<file path="config.mk">
export PLATFORM = sky130hd
export DESIGN_NAME = boolean_query_lexer
export DESIGN_NICKNAME = d
export VERILOG_FILES = /design/src/hw/rtl/bql_pkg.sv /design/src/hw/rtl/boolean_query_lexer.sv /design/src/hw/rtl/bql_front.sv /design/src/hw/rtl/bql_queue.sv /design/src/hw/rtl/bql_back.sv
export SDC_FILE = /design/constraint.sdc
export NUM_CORES = 1
export LEC_CHECK = 0
export ABC_AREA = 0
export BUFFER_PORTS_ARGS = -buffer_cell sky130_fd_sc_hd__buf_2
export CAP_MARGIN = 20
export CORE_AREA = 3 3 251 253
export CTS_CLUSTER_DIAMETER = 30
export DETAILED_ROUTE_END_ITERATION = 8
export DIE_AREA = 0 0 254 256
export GPL_ROUTABILITY_DRIVEN = 1
export PLACE_DENSITY_LB_ADDON = 0.3
export SLEW_MARGIN = 15
export SYNTH_ARGS = -nofsm -noshare
export SYNTH_HDL_FRONTEND = slang
export SYNTH_SLANG_ARGS = --single-unit
</file>
<file path="constraint.sdc">
create_clock -name i_clk -period 13.9 [get_ports i_clk]
set_input_delay 2.78 -clock i_clk [delete_from_list [all_inputs] [get_ports i_clk]]
set_output_delay 2.78 -clock i_clk [all_outputs]
set_load 0.02 [all_outputs]
</file>
<file path="src/hw/rtl/bql_pkg.sv">
// Shared types, token codes and character constants for the boolean query lexer.
// No dependencies; every other file imports this package.
package bql_pkg;

    localparam int MAX_QUERY_LEN = 4096;
    localparam int POS_W         = 12;
    localparam int POS_LIMIT     = (MAX_QUERY_LEN > 4096) ? 4096 : MAX_QUERY_LEN;

    localparam int QDEPTH  = 4;
    localparam int QPTR_W  = $clog2(QDEPTH);
    localparam int QCNT_W  = $clog2(QDEPTH + 1);

    localparam logic [3:0] KIND_TERM    = 4'd0;
    localparam logic [3:0] KIND_PHRASE  = 4'd1;
    localparam logic [3:0] KIND_AND     = 4'd2;
    localparam logic [3:0] KIND_OR      = 4'd3;
    localparam logic [3:0] KIND_NOT     = 4'd4;
    localparam logic [3:0] KIND_LPAREN  = 4'd5;
    localparam logic [3:0] KIND_RPAREN  = 4'd6;
    localparam logic [3:0] KIND_END     = 4'd7;
    localparam logic [3:0] KIND_UNTERM  = 4'd8;
    localparam logic [3:0] KIND_TOOLONG = 4'd9;

    localparam logic [1:0] MODE_IDLE   = 2'd0;
    localparam logic [1:0] MODE_WORD   = 2'd1;
    localparam logic [1:0] MODE_PHRASE = 2'd2;

    localparam logic [7:0] CH_LPAREN = 8'h28;
    localparam logic [7:0] CH_RPAREN = 8'h29;
    localparam logic [7:0] CH_QUOTE  = 8'h22;
    localparam logic [7:0] CH_SPACE  = 8'h20;
    localparam logic [7:0] CH_TAB    = 8'h09;
    localparam logic [7:0] CH_CR     = 8'h0D;

    localparam logic [23:0] WORD_AND = 24'h414E44;
    localparam logic [23:0] WORD_OR  = 24'h004F52;
    localparam logic [23:0] WORD_NOT = 24'h4E4F54;

    typedef struct packed {
        logic [3:0]       kind;
        logic [POS_W-1:0] start;
        logic [POS_W-1:0] length;
    } t_token;

    // All tokens caused by one input byte, oldest in slot 0
    typedef struct packed {
        logic [1:0]   cnt;
        t_token [2:0] tok;
    } t_bundle;

    function automatic t_token mk_tok(logic [3:0] kind, logic [POS_W-1:0] start,
                                      logic [POS_W-1:0] length);
        t_token t;
        t.kind   = kind;
        t.start  = start;
        t.length = length;
        return t;
    endfunction

    function automatic t_bundle add_tok(t_bundle b, t_token t);
        t_bundle r;
        r = b;
        r.tok[r.cnt] = t;
        r.cnt = r.cnt + 2'd1;
        return r;
    endfunction

endpackage

</file>
<file path="src/hw/rtl/boolean_query_lexer.sv">
// Boolean query lexer, top level. Takes one query byte per cycle and emits
// tokens (kind, start offset, length) for terms, phrases, operators, brackets
// and the closing end or error token. The input side accepts a byte every cycle
// as long as the four-entry queue of per-byte token bundles has room; the output
// side delivers one token per cycle while the receiver is ready, so a byte
// that yields several tokens holds the output until all of them are out, and
// the output port sets the sustained rate whenever the text averages more than
// one token per byte. Each token passes through the bundle queue and the output
// register. Depends on bql_pkg, bql_front, bql_queue and bql_back.
module boolean_query_lexer import bql_pkg::*; (
    input  logic             i_clk,
    input  logic             i_rst_n,
    input  logic             i_valid,
    output logic             o_ready,
    input  logic [7:0]       i_query_byte,
    input  logic             i_end_of_query,
    output logic             o_valid,
    input  logic             i_ready,
    output logic [3:0]       o_token_kind,
    output logic [POS_W-1:0] o_token_start,
    output logic [POS_W-1:0] o_token_length,
    output logic             o_last_in_run
);

    logic    push;
    t_bundle push_bundle;
    logic    full;
    logic    head_valid;
    t_bundle head;
    logic    pop;

    bql_front u_front (
        .i_clk          (i_clk),
        .i_rst_n        (i_rst_n),
        .i_valid        (i_valid),
        .o_ready        (o_ready),
        .i_query_byte   (i_query_byte),
        .i_end_of_query (i_end_of_query),
        .i_full         (full),
        .o_push         (push),
        .o_bundle       (push_bundle)
    );

    bql_queue u_queue (
        .i_clk        (i_clk),
        .i_rst_n      (i_rst_n),
        .i_push       (push),
        .i_bundle     (push_bundle),
        .o_full       (full),
        .o_head_valid (head_valid),
        .o_head       (head),
        .i_pop        (pop)
    );

    bql_back u_back (
        .i_clk          (i_clk),
        .i_rst_n        (i_rst_n),
        .i_head_valid   (head_valid),
        .i_head         (head),
        .o_pop          (pop),
        .o_valid        (o_valid),
        .i_ready        (i_ready),
        .o_token_kind   (o_token_kind),
        .o_token_start  (o_token_start),
        .o_token_length (o_token_length),
        .o_last_in_run  (o_last_in_run)
    );

endmodule

</file>
<file path="src/hw/rtl/bql_front.sv">
// Front end: accepts query bytes, keeps the lexer state and classifies each byte
// into a bundle of up to three tokens. Depends on bql_pkg.
module bql_front import bql_pkg::*; (
    input  logic             i_clk,
    input  logic             i_rst_n,
    input  logic             i_valid,
    output logic             o_ready,
    input  logic [7:0]       i_query_byte,
    input  logic             i_end_of_query,
    input  logic             i_full,
    output logic             o_push,
    output t_bundle          o_bundle
);

    logic [1:0]       r_mode, n_mode;
    logic [POS_W-1:0] r_pos, n_pos;
    logic [POS_W-1:0] r_start, n_start;
    logic [23:0]      r_prefix, n_prefix;
    logic             r_ovf, n_ovf;
    t_bundle          bundle;
    logic             accept;

    function automatic t_token word_tok(logic [23:0] pf, logic [POS_W-1:0] st,
                                        logic [POS_W:0] end_pos);
        logic [POS_W:0] len;
        t_token         t;
        len = end_pos - {1'b0, st};
        if (len == (POS_W+1)'(3) && pf == WORD_AND) begin
            t = mk_tok(KIND_AND, '0, '0);
        end else if (len == (POS_W+1)'(2) && pf == WORD_OR) begin
            t = mk_tok(KIND_OR, '0, '0);
        end else if (len == (POS_W+1)'(3) && pf == WORD_NOT) begin
            t = mk_tok(KIND_NOT, '0, '0);
        end else begin
            t = mk_tok(KIND_TERM, st, len[POS_W-1:0]);
        end
        return t;
    endfunction

    function automatic logic is_blank(logic [7:0] c);
        return (c == CH_SPACE) || (c >= CH_TAB && c <= CH_CR);
    endfunction

    assign o_ready = !i_full;
    assign accept  = i_valid && o_ready;
    assign o_push  = accept && (bundle.cnt != 2'd0);
    assign o_bundle = bundle;

    always_comb begin
        logic [1:0]       md;
        logic [POS_W-1:0] p;
        logic [7:0]       c;
        logic             stop;
        n_mode   = r_mode;
        n_pos    = r_pos;
        n_start  = r_start;
        n_prefix = r_prefix;
        n_ovf    = r_ovf;
        bundle   = '0;
        p        = r_pos;
        c        = i_query_byte;
        stop     = is_blank(c) || c == CH_LPAREN || c == CH_RPAREN || c == CH_QUOTE;
        md       = r_mode;
        if (r_ovf) begin
            // drop everything until the final byte
            if (i_end_of_query) begin
                bundle   = add_tok(bundle, mk_tok(KIND_TOOLONG, '0, '0));
                n_mode   = MODE_IDLE;
                n_pos    = '0;
                n_start  = '0;
                n_prefix = '0;
                n_ovf    = 1'b0;
            end
        end else begin
            if (md == MODE_PHRASE) begin
                if (c == CH_QUOTE) begin
                    bundle = add_tok(bundle, mk_tok(KIND_PHRASE, n_start, p - n_start));
                    md     = MODE_IDLE;
                end
            end else begin
                if (md == MODE_WORD) begin
                    if (stop) begin
                        bundle = add_tok(bundle, word_tok(n_prefix, n_start, {1'b0, p}));
                        md     = MODE_IDLE;
                    end else begin
                        n_prefix = {n_prefix[15:0], c};
                    end
                end
                if (md == MODE_IDLE) begin
                    if (is_blank(c)) begin
                        md = MODE_IDLE;
                    end else if (c == CH_LPAREN) begin
                        bundle = add_tok(bundle, mk_tok(KIND_LPAREN, p, '0));
                    end else if (c == CH_RPAREN) begin
                        bundle = add_tok(bundle, mk_tok(KIND_RPAREN, p, '0));
                    end else if (c == CH_QUOTE) begin
                        md      = MODE_PHRASE;
                        n_start = p + POS_W'(1);
                    end else begin
                        md       = MODE_WORD;
                        n_start  = p;
                        n_prefix = {16'd0, c};
                    end
                end
            end
            n_mode = md;

            if (i_end_of_query) begin
                if (md == MODE_WORD) begin
                    bundle = add_tok(bundle,
                                     word_tok(n_prefix, n_start, {1'b0, p} + (POS_W+1)'(1)));
                end
                if (md == MODE_PHRASE) begin
                    bundle = add_tok(bundle, mk_tok(KIND_UNTERM, '0, '0));
                end else begin
                    bundle = add_tok(bundle, mk_tok(KIND_END, '0, '0));
                end
                n_mode   = MODE_IDLE;
                n_pos    = '0;
                n_start  = '0;
                n_prefix = '0;
                n_ovf    = 1'b0;
            end else if ({1'b0, p} + (POS_W+1)'(1) >= (POS_W+1)'(POS_LIMIT)) begin
                n_ovf = 1'b1;
            end else begin
                n_pos = p + POS_W'(1);
            end
        end
    end

    always_ff @(posedge i_clk) begin
        if (!i_rst_n) begin
            r_mode   <= MODE_IDLE;
            r_pos    <= '0;
            r_start  <= '0;
            r_prefix <= '0;
            r_ovf    <= 1'b0;
        end else if (accept) begin
            r_mode   <= n_mode;
            r_pos    <= n_pos;
            r_start  <= n_start;
            r_prefix <= n_prefix;
            r_ovf    <= n_ovf;
        end
    end

endmodule

</file>
<file path="src/hw/rtl/bql_queue.sv">
// Short queue of token bundles between the front end and the output side.
// Depends on bql_pkg for the bundle type and depth.
module bql_queue import bql_pkg::*; (
    input  logic    i_clk,
    input  logic    i_rst_n,
    input  logic    i_push,
    input  t_bundle i_bundle,
    output logic    o_full,
    output logic    o_head_valid,
    output t_bundle o_head,
    input  logic    i_pop
);

    t_bundle           r_mem [QDEPTH];
    logic [QPTR_W-1:0] r_wr, n_wr;
    logic [QPTR_W-1:0] r_rd, n_rd;
    logic [QCNT_W-1:0] r_cnt, n_cnt;
    logic              do_push, do_pop;

    assign o_full       = (r_cnt == QCNT_W'(QDEPTH));
    assign o_head_valid = (r_cnt != '0);
    assign o_head       = r_mem[r_rd];
    assign do_push      = i_push && !o_full;
    assign do_pop       = i_pop && o_head_valid;

    always_comb begin
        n_wr  = do_push ? r_wr + QPTR_W'(1) : r_wr;
        n_rd  = do_pop ? r_rd + QPTR_W'(1) : r_rd;
        n_cnt = r_cnt;
        if (do_push && !do_pop) begin
            n_cnt = r_cnt + QCNT_W'(1);
        end else if (do_pop && !do_push) begin
            n_cnt = r_cnt - QCNT_W'(1);
        end
    end

    always_ff @(posedge i_clk) begin
        if (!i_rst_n) begin
            r_wr  <= '0;
            r_rd  <= '0;
            r_cnt <= '0;
        end else begin
            r_wr  <= n_wr;
            r_rd  <= n_rd;
            r_cnt <= n_cnt;
        end
    end

    always_ff @(posedge i_clk) begin
        if (do_push) begin
            r_mem[r_wr] <= i_bundle;
        end
    end

endmodule

</file>
<file path="src/hw/rtl/bql_back.sv">
// Output side: walks head-bundle tokens one per cycle, unless stalled, into the
// output register and marks the last one of each byte. Depends on bql_pkg.
module bql_back import bql_pkg::*; (
    input  logic             i_clk,
    input  logic             i_rst_n,
    input  logic             i_head_valid,
    input  t_bundle          i_head,
    output logic             o_pop,
    output logic             o_valid,
    input  logic             i_ready,
    output logic [3:0]       o_token_kind,
    output logic [POS_W-1:0] o_token_start,
    output logic [POS_W-1:0] o_token_length,
    output logic             o_last_in_run
);

    logic [1:0] r_sub, n_sub;
    logic       r_valid, n_valid;
    t_token     r_tok;
    logic       r_last;
    logic       load;
    logic       sub_last;

    assign load     = i_head_valid && (!r_valid || i_ready);
    assign sub_last = (r_sub == i_head.cnt - 2'd1);
    assign o_pop    = load && sub_last;

    always_comb begin
        n_sub   = r_sub;
        n_valid = r_valid;
        if (load) begin
            n_valid = 1'b1;
            n_sub   = sub_last ? 2'd0 : r_sub + 2'd1;
        end else if (i_ready) begin
            n_valid = 1'b0;
        end
    end

    always_ff @(posedge i_clk) begin
        if (!i_rst_n) begin
            r_sub   <= 2'd0;
            r_valid <= 1'b0;
        end else begin
            r_sub   <= n_sub;
            r_valid <= n_valid;
        end
    end

    always_ff @(posedge i_clk) begin
        if (load) begin
            r_tok  <= i_head.tok[r_sub];
            r_last <= sub_last;
        end
    end

    assign o_valid        = r_valid;
    assign o_token_kind   = r_tok.kind;
    assign o_token_start  = r_tok.start;
    assign o_token_length = r_tok.length;
    assign o_last_in_run  = r_last;

endmodule

</file>
After elaboration in Yosys (flattened, before gate mapping)
Memories as Yosys holds them, arrays and structs flattened. A register that Yosys moved wholly into a read port is not among the register bits. Index checks and enable logic that the tools add are counted.

Register bits after elaboration: 90. Word-level logic and storage cells: 192. RAM bits: 344. Memories kept: 1. Input bits: 13. Output and inout port bits: 31.

$lt $le $gt $ge: 10. Eq/ne operators: 22. Add/subtract/negate cells: 14. Reductions and logical operators: 34. Bitwise gates (word level): 6. Mux-type cells: 91.

Memories: u_queue.r_mem (words 4, bits a word 86, rd ports 1, clocked after memory_dff 1, write ports 1, RTL line bql_queue.sv:14) `t_bundle r_mem [QDEPTH];`.

Operator list (count): 2-to-1 mux 86 bit (14); 2-to-1 mux 28 bit (11); 2-to-1 mux 24 bit (12); 2-to-1 mux 85 bit (3); bitwise mux 84 bit (3); demux 28 bit (select 2 bit) (3); 2-to-1 mux 12 bit (13); == test 24 x 23 -> 1 bit (second input constant) (4); 2-to-1 mux 84 bit (1); bitwise AND 81 bit (1); NOT 81 bit (1); bitwise AND 75 bit (1); NOT 75 bit (1); binary-select mux 28 bit (select 2 bit) (1); 2-to-1 mux 27 bit (2); == test 13 x 2 -> 1 bit (second input constant) (4); == test 24 x 15 -> 1 bit (second input constant) (2); 2-to-1 mux 2 bit (18); == test 8 x 6 -> 1 bit (second input constant) (4); logical AND 1 bit (18); adder 12 x 1 -> 13 bit (second input constant) (1); greater-or-equal comparator 13 bit (second input constant) (1); subtractor 12 x 12 -> 13 bit (1); subtractor 13 x 12 -> 13 bit (1); other kinds (26) (56).

Longest topological paths before layout
Depth after elaboration: 45. Depth in mapped cells: 22. Depth with buffers taken out: 20.

By module
Synthesis repeated with hierarchy kept, for this count alone.

Cell total of the unflattened synthesis: 1527. Area, all modules: 20698.6 sq um.

Modules (own cells, without submodules): bql_queue (seq. area each 10510.1 sq um, cells an instance 498, area each 12916.1 sq um, times used 1); bql_front (seq. area each 1021.0 sq um, cells an instance 883, area each 6118.4 sq um, times used 1); bql_back (seq. area each 930.9 sq um, cells an instance 146, area each 1664.1 sq um, times used 1).

Worst setup path before layout
OpenSTA, ideal clock, no wires.

Kind: input -> register. From: input port i_query_byte[4]. To: memory u_queue.r_mem[0][0] (netlist bit) (enable). Data required time: 13.446 ns. Slack: 5.310 ns. Path buffers: 1. Cell stages on the path: 16. Arrival: 8.136 ns. Library setup time: 0.454 ns. Cell sequence: or3_1 -> a2111oi_1 -> o21ai_1 -> inv_1 -> ha_1 -> mux2i_1 -> o221ai_2 -> ha_1 -> nand2_1 -> o21ai_0 -> ha_1 -> a21o_1 -> a21oi_1 -> o31a_1 -> buf_2 -> and2_1.

RTL lines: start: declaration (RTL line boolean_query_lexer.sv:15) `input logic [7:0] i_query_byte,`; end: declaration (RTL line bql_queue.sv:14).

==> results.md <==
* Die height at 256 um
* FP Rows at 91
* Dominant cell type by area after synthesis: edfxtp_1
* Avg WL per Cell at 21.7 um
* Ports at 44
* Post-CTS setup buffers at 0
* Vias in the first global route at 13500
* CP arrival at 8.55 ns
* Worst r2r src: u_front.r_pos[0]
* Worst slew margin at 19.6%
* Global route overflow at 0
* DR iter-0 viols at 964
* RSZ-0062 raised after global routing: false
* WL met1 at 24400 um
* Routed met2 length at 25200 um
* CP max FO at 29
* Antenna Nets Post-Route at 0
* PwrDens at 195 nW/um^2
* Routed WL at 53700 um
* Hpwl dp at 34900 um
* Layout cells sized above 1 at 20.9%
* NumNets Final at 1659
* Clock sinks at 436
* CP Launch Type: input port
* Resized Gates After CTS at 0
* Final hold violation count at 0
* Synthesized Nets at 1593
* Die ar. at 65000 um^2
* VDD IR-drop max at 0.141 mV
* First-pass GRT wire length at 82200 um
* Skew final at 0.0382 ns
* Seq/Total Area, Yosys at 60.1%
* Cell count after synthesis at 1540
* Main area contributors after synthesis: edfxtp_1 54%, mux4_2 9.3%, dfxtp_1 6.1%, ha_1 2.2%, nand2_1 1.8%
* Cts hold-fix bufs at 0
* Largest net degree at the start of global routing at 64
* Max cap viols at 0
* Ys flop type: edfxtp_1
* Starting Density at 33.8%
* I/O Buffers at 43
* #FFs+latches synth at 436
* Setup CP Type: in -> reg
* Worst-margin pin slew at 1.19 ns
* Peak Freq at 121 MHz
* Setup TNS at 0 ns
* Post-Syn Area at 20700 um^2
* Initial antenna violation count at 2
* Hold_sp: u_back.o_valid
* Run status: finished clean
* Total track usage at 16.7%
* Yosys cell types at 81
* Area growth syn-to-layout at 20.7%
* CP required at 14.20 ns
* CTS tree: built
* Final worst path period share at 59.4%
* H-tree depth at 3
* # fillers at 5649
* Syn Area/Cell at 13.5 um^2
* Max clock buf depth at 3
* Die X at 254 um
* Fin util at 40.8%
* Via count at 13200
* Ys Warns at 0
* Final Slew Violations at 0
* Fin crit period at 8.25 ns
* DR WL met3 at 3030 um
* Asr flop ratio synth at 0%
* # DRC at 0
* CORE AREA at 61300 um^2
* CP Capture Type: register
* Yosys top cell area share at 54.0%
* CTS Buf Count at 91
* Worst Hold Class: reg -> reg
* Drt pass-1 iters at 5
* Later-pin clock latency in the skew report at 0.63 ns
* EDFF count, synth at 373
* Lkg Pwr at 8.67 nW
* Vias per inst at 5.35
* GPL Wtd Cong at 0.875
* Worst setup path start: i_query_byte[2]
* Root Driver: clkbuf_16
* Highest Signal Layer: met4
* Worst-path clk slew at 0.04 ns
* Final setup viols at 0
==> layout by cell type, fill, tap and decap left out, types with 9 or more instances in the layout <==
| cell | Yosys | final |
|---|---|---|
| a211oi_1 | 11 | 11 |
| clkbuf_16 | 0 | 92 |
| nand2b_1 | 14 | 14 |
| ha_1 | 37 | 37 |
| bufinv_16 | 0 | 17 |
| o211ai_1 | 11 | 11 |
| dfxtp_1 | 63 | 61 |
| mux4_2 | 86 | 86 |
| o22ai_1 | 28 | 28 |
| nand2_1 | 102 | 101 |
| o21ai_0 | 64 | 64 |
| buf_2 | 11 | 43 |
| xnor2_1 | 27 | 27 |
| edfxtp_1 | 373 | 373 |
| clkinv_1 | 0 | 13 |
| nand4_1 | 10 | 10 |
| clkinv_2 | 0 | 16 |
| nor3_2 | 10 | 11 |
| o31ai_1 | 16 | 16 |
| nor3b_1 | 10 | 10 |
| nor2_1 | 98 | 98 |
| inv_1 | 74 | 73 |
| a31oi_1 | 9 | 9 |
| a22oi_1 | 24 | 24 |
| buf_4 | 2 | 22 |
| nand3_1 | 26 | 26 |
| and3_1 | 15 | 15 |
| nor3_1 | 27 | 26 |
| and2_1 | 29 | 25 |
| nor2b_1 | 46 | 46 |
| mux2i_1 | 38 | 38 |
| xor2_1 | 17 | 17 |
| a21o_1 | 10 | 10 |
| a221oi_2 | 9 | 9 |
| a21oi_1 | 45 | 45 |
==> per-stage QoR <==
| stage | hold slack, ns | cells | total power [mW] | instance area, um^2 | setup slack [ns] |
|---|---|---|---|---|---|
| finish | 0.492 | 2474 | 4.87 | 25000 | 5.65 |
| global placement | 0.485 | 2302 | 2.65 | 21800 | 5.16 |
| floorplan | 0.478 | 1540 | 2.33 | 20700 | 5.31 |
| CTS | 0.500 | 2472 | 4.93 | 25000 | 5.65 |
| detailed placement | 0.496 | 2302 | 2.66 | 21800 | 5.01 |
| global route | 0.545 | 2473 | 5.08 | 25000 | 5.18 |
==> worst max-delay path, cell delays in order <==
cell	delay [ns]
buf_2	0.15
nor4_2	0.41
o211ai_1	0.21
a2111o_1	0.55
nor2_1	0.14
buf_4	0.29
nor2_1	0.08
a21o_1	0.19
inv_1	0.08
ha_1	0.19
inv_1	0.07
fa_1	0.52
xnor2_1	0.45
nand2_1	0.10
nor4b_1	0.28
o211ai_1	0.13
nor4b_1	0.41
and4_1	0.32
o211a_2	0.82
o21ai_0	0.35
==> cell families after synthesis <==
logic type                 count (synthesis)  share of synthesized area, %
DFF                                      436                          60.1
and+or+nand+nor                          432                          11.0
AOI/OAI and AO/OA                        292                          9.93
buffers and inverters                    168                          3.18
muxes                                    128                          11.4
xor gates and xnor gates                  44                          1.86
adders and majority gates                 40                          2.52
==> power breakdown <==
part	switching (mW)	total [mW]	internal, mW
logic	0.595	0.960	0.364
registers	0.0609	1.66	1.60
clock network	0.707	2.25	1.54
==> layout make-up <==
class / count / area [um^2] / area share (%)
diodes: 1 / 2.50 / 0.0100
clock buffers: 102 / 2370 / 9.47
clock inverters: 68 / 877 / 3.51
inverters: 75 / 282 / 1.13
multi-input cells: 936 / 7640 / 30.5
flip-flops and latches: 436 / 12500 / 49.8
well taps: 790 / 988 / 3.95
repair buffers: 66 / 388 / 1.55
==> state kept, by name (all words and copies together) (netlist names), named ones only <==
signal                 count
u_front.r_prefix          24
u_front.r_ovf              1
u_front.r_mode             2
u_back.o_token_kind        4
u_queue.r_rd               2
u_back.o_last_in_run       1
u_queue.r_cnt              3
u_front.r_start           12
u_back.o_valid             1
u_back.r_sub               2
u_queue.r_mem            344
u_queue.r_wr               2
u_back.o_token_length     12
u_front.r_pos             12
u_back.o_token_start      12
==> layer usage <==
metal  global-route usage [%]  up-vias
met5                        0        -
met4                     4.76        0
met3                     4.22       74
met2                     26.2      320
met1                     22.9     6736
li1                         -     6095
==> synth_stat cells (5+ instances only) <==
cell type / instances
a211oi_1: 11
a21boi_0: 6
a21o_1: 10
a21oi_1: 45
a221oi_2: 9
a22oi_1: 24
a31oi_1: 9
and2_1: 29
and3_1: 15
buf_2: 11
clkbuf_1: 76
dfxtp_1: 63
edfxtp_1: 373
ha_1: 37
inv_1: 74
mux2i_1: 38
mux4_2: 86
nand2_1: 102
nand2b_1: 14
nand3_1: 26
nand4_1: 10
nor2_1: 98
nor2b_1: 46
nor3_1: 27
nor3_2: 10
nor3b_1: 10
nor4_1: 7
nor4b_1: 5
o211ai_1: 11
o21a_1: 8
o21ai_0: 64
o22ai_1: 28
o31ai_1: 16
or4_1: 5
xnor2_1: 27
xor2_1: 17
==> final timing paths <==
| kind | slack [ns] | endpoint | cells past startpoint |
|---|---|---|---|
| worst max-delay path | 5.65 | u_queue.r_mem[0][1] | 20 |
| worst min-delay path | 0.49 | u_back.o_valid | 2 |
| worst max register to register | 7.96 | u_queue.r_mem[0][1] | 15 |
| worst min register to register | 0.49 | u_back.o_valid | 2 |
No activity file was read; power rests on OpenSTA's default activity.
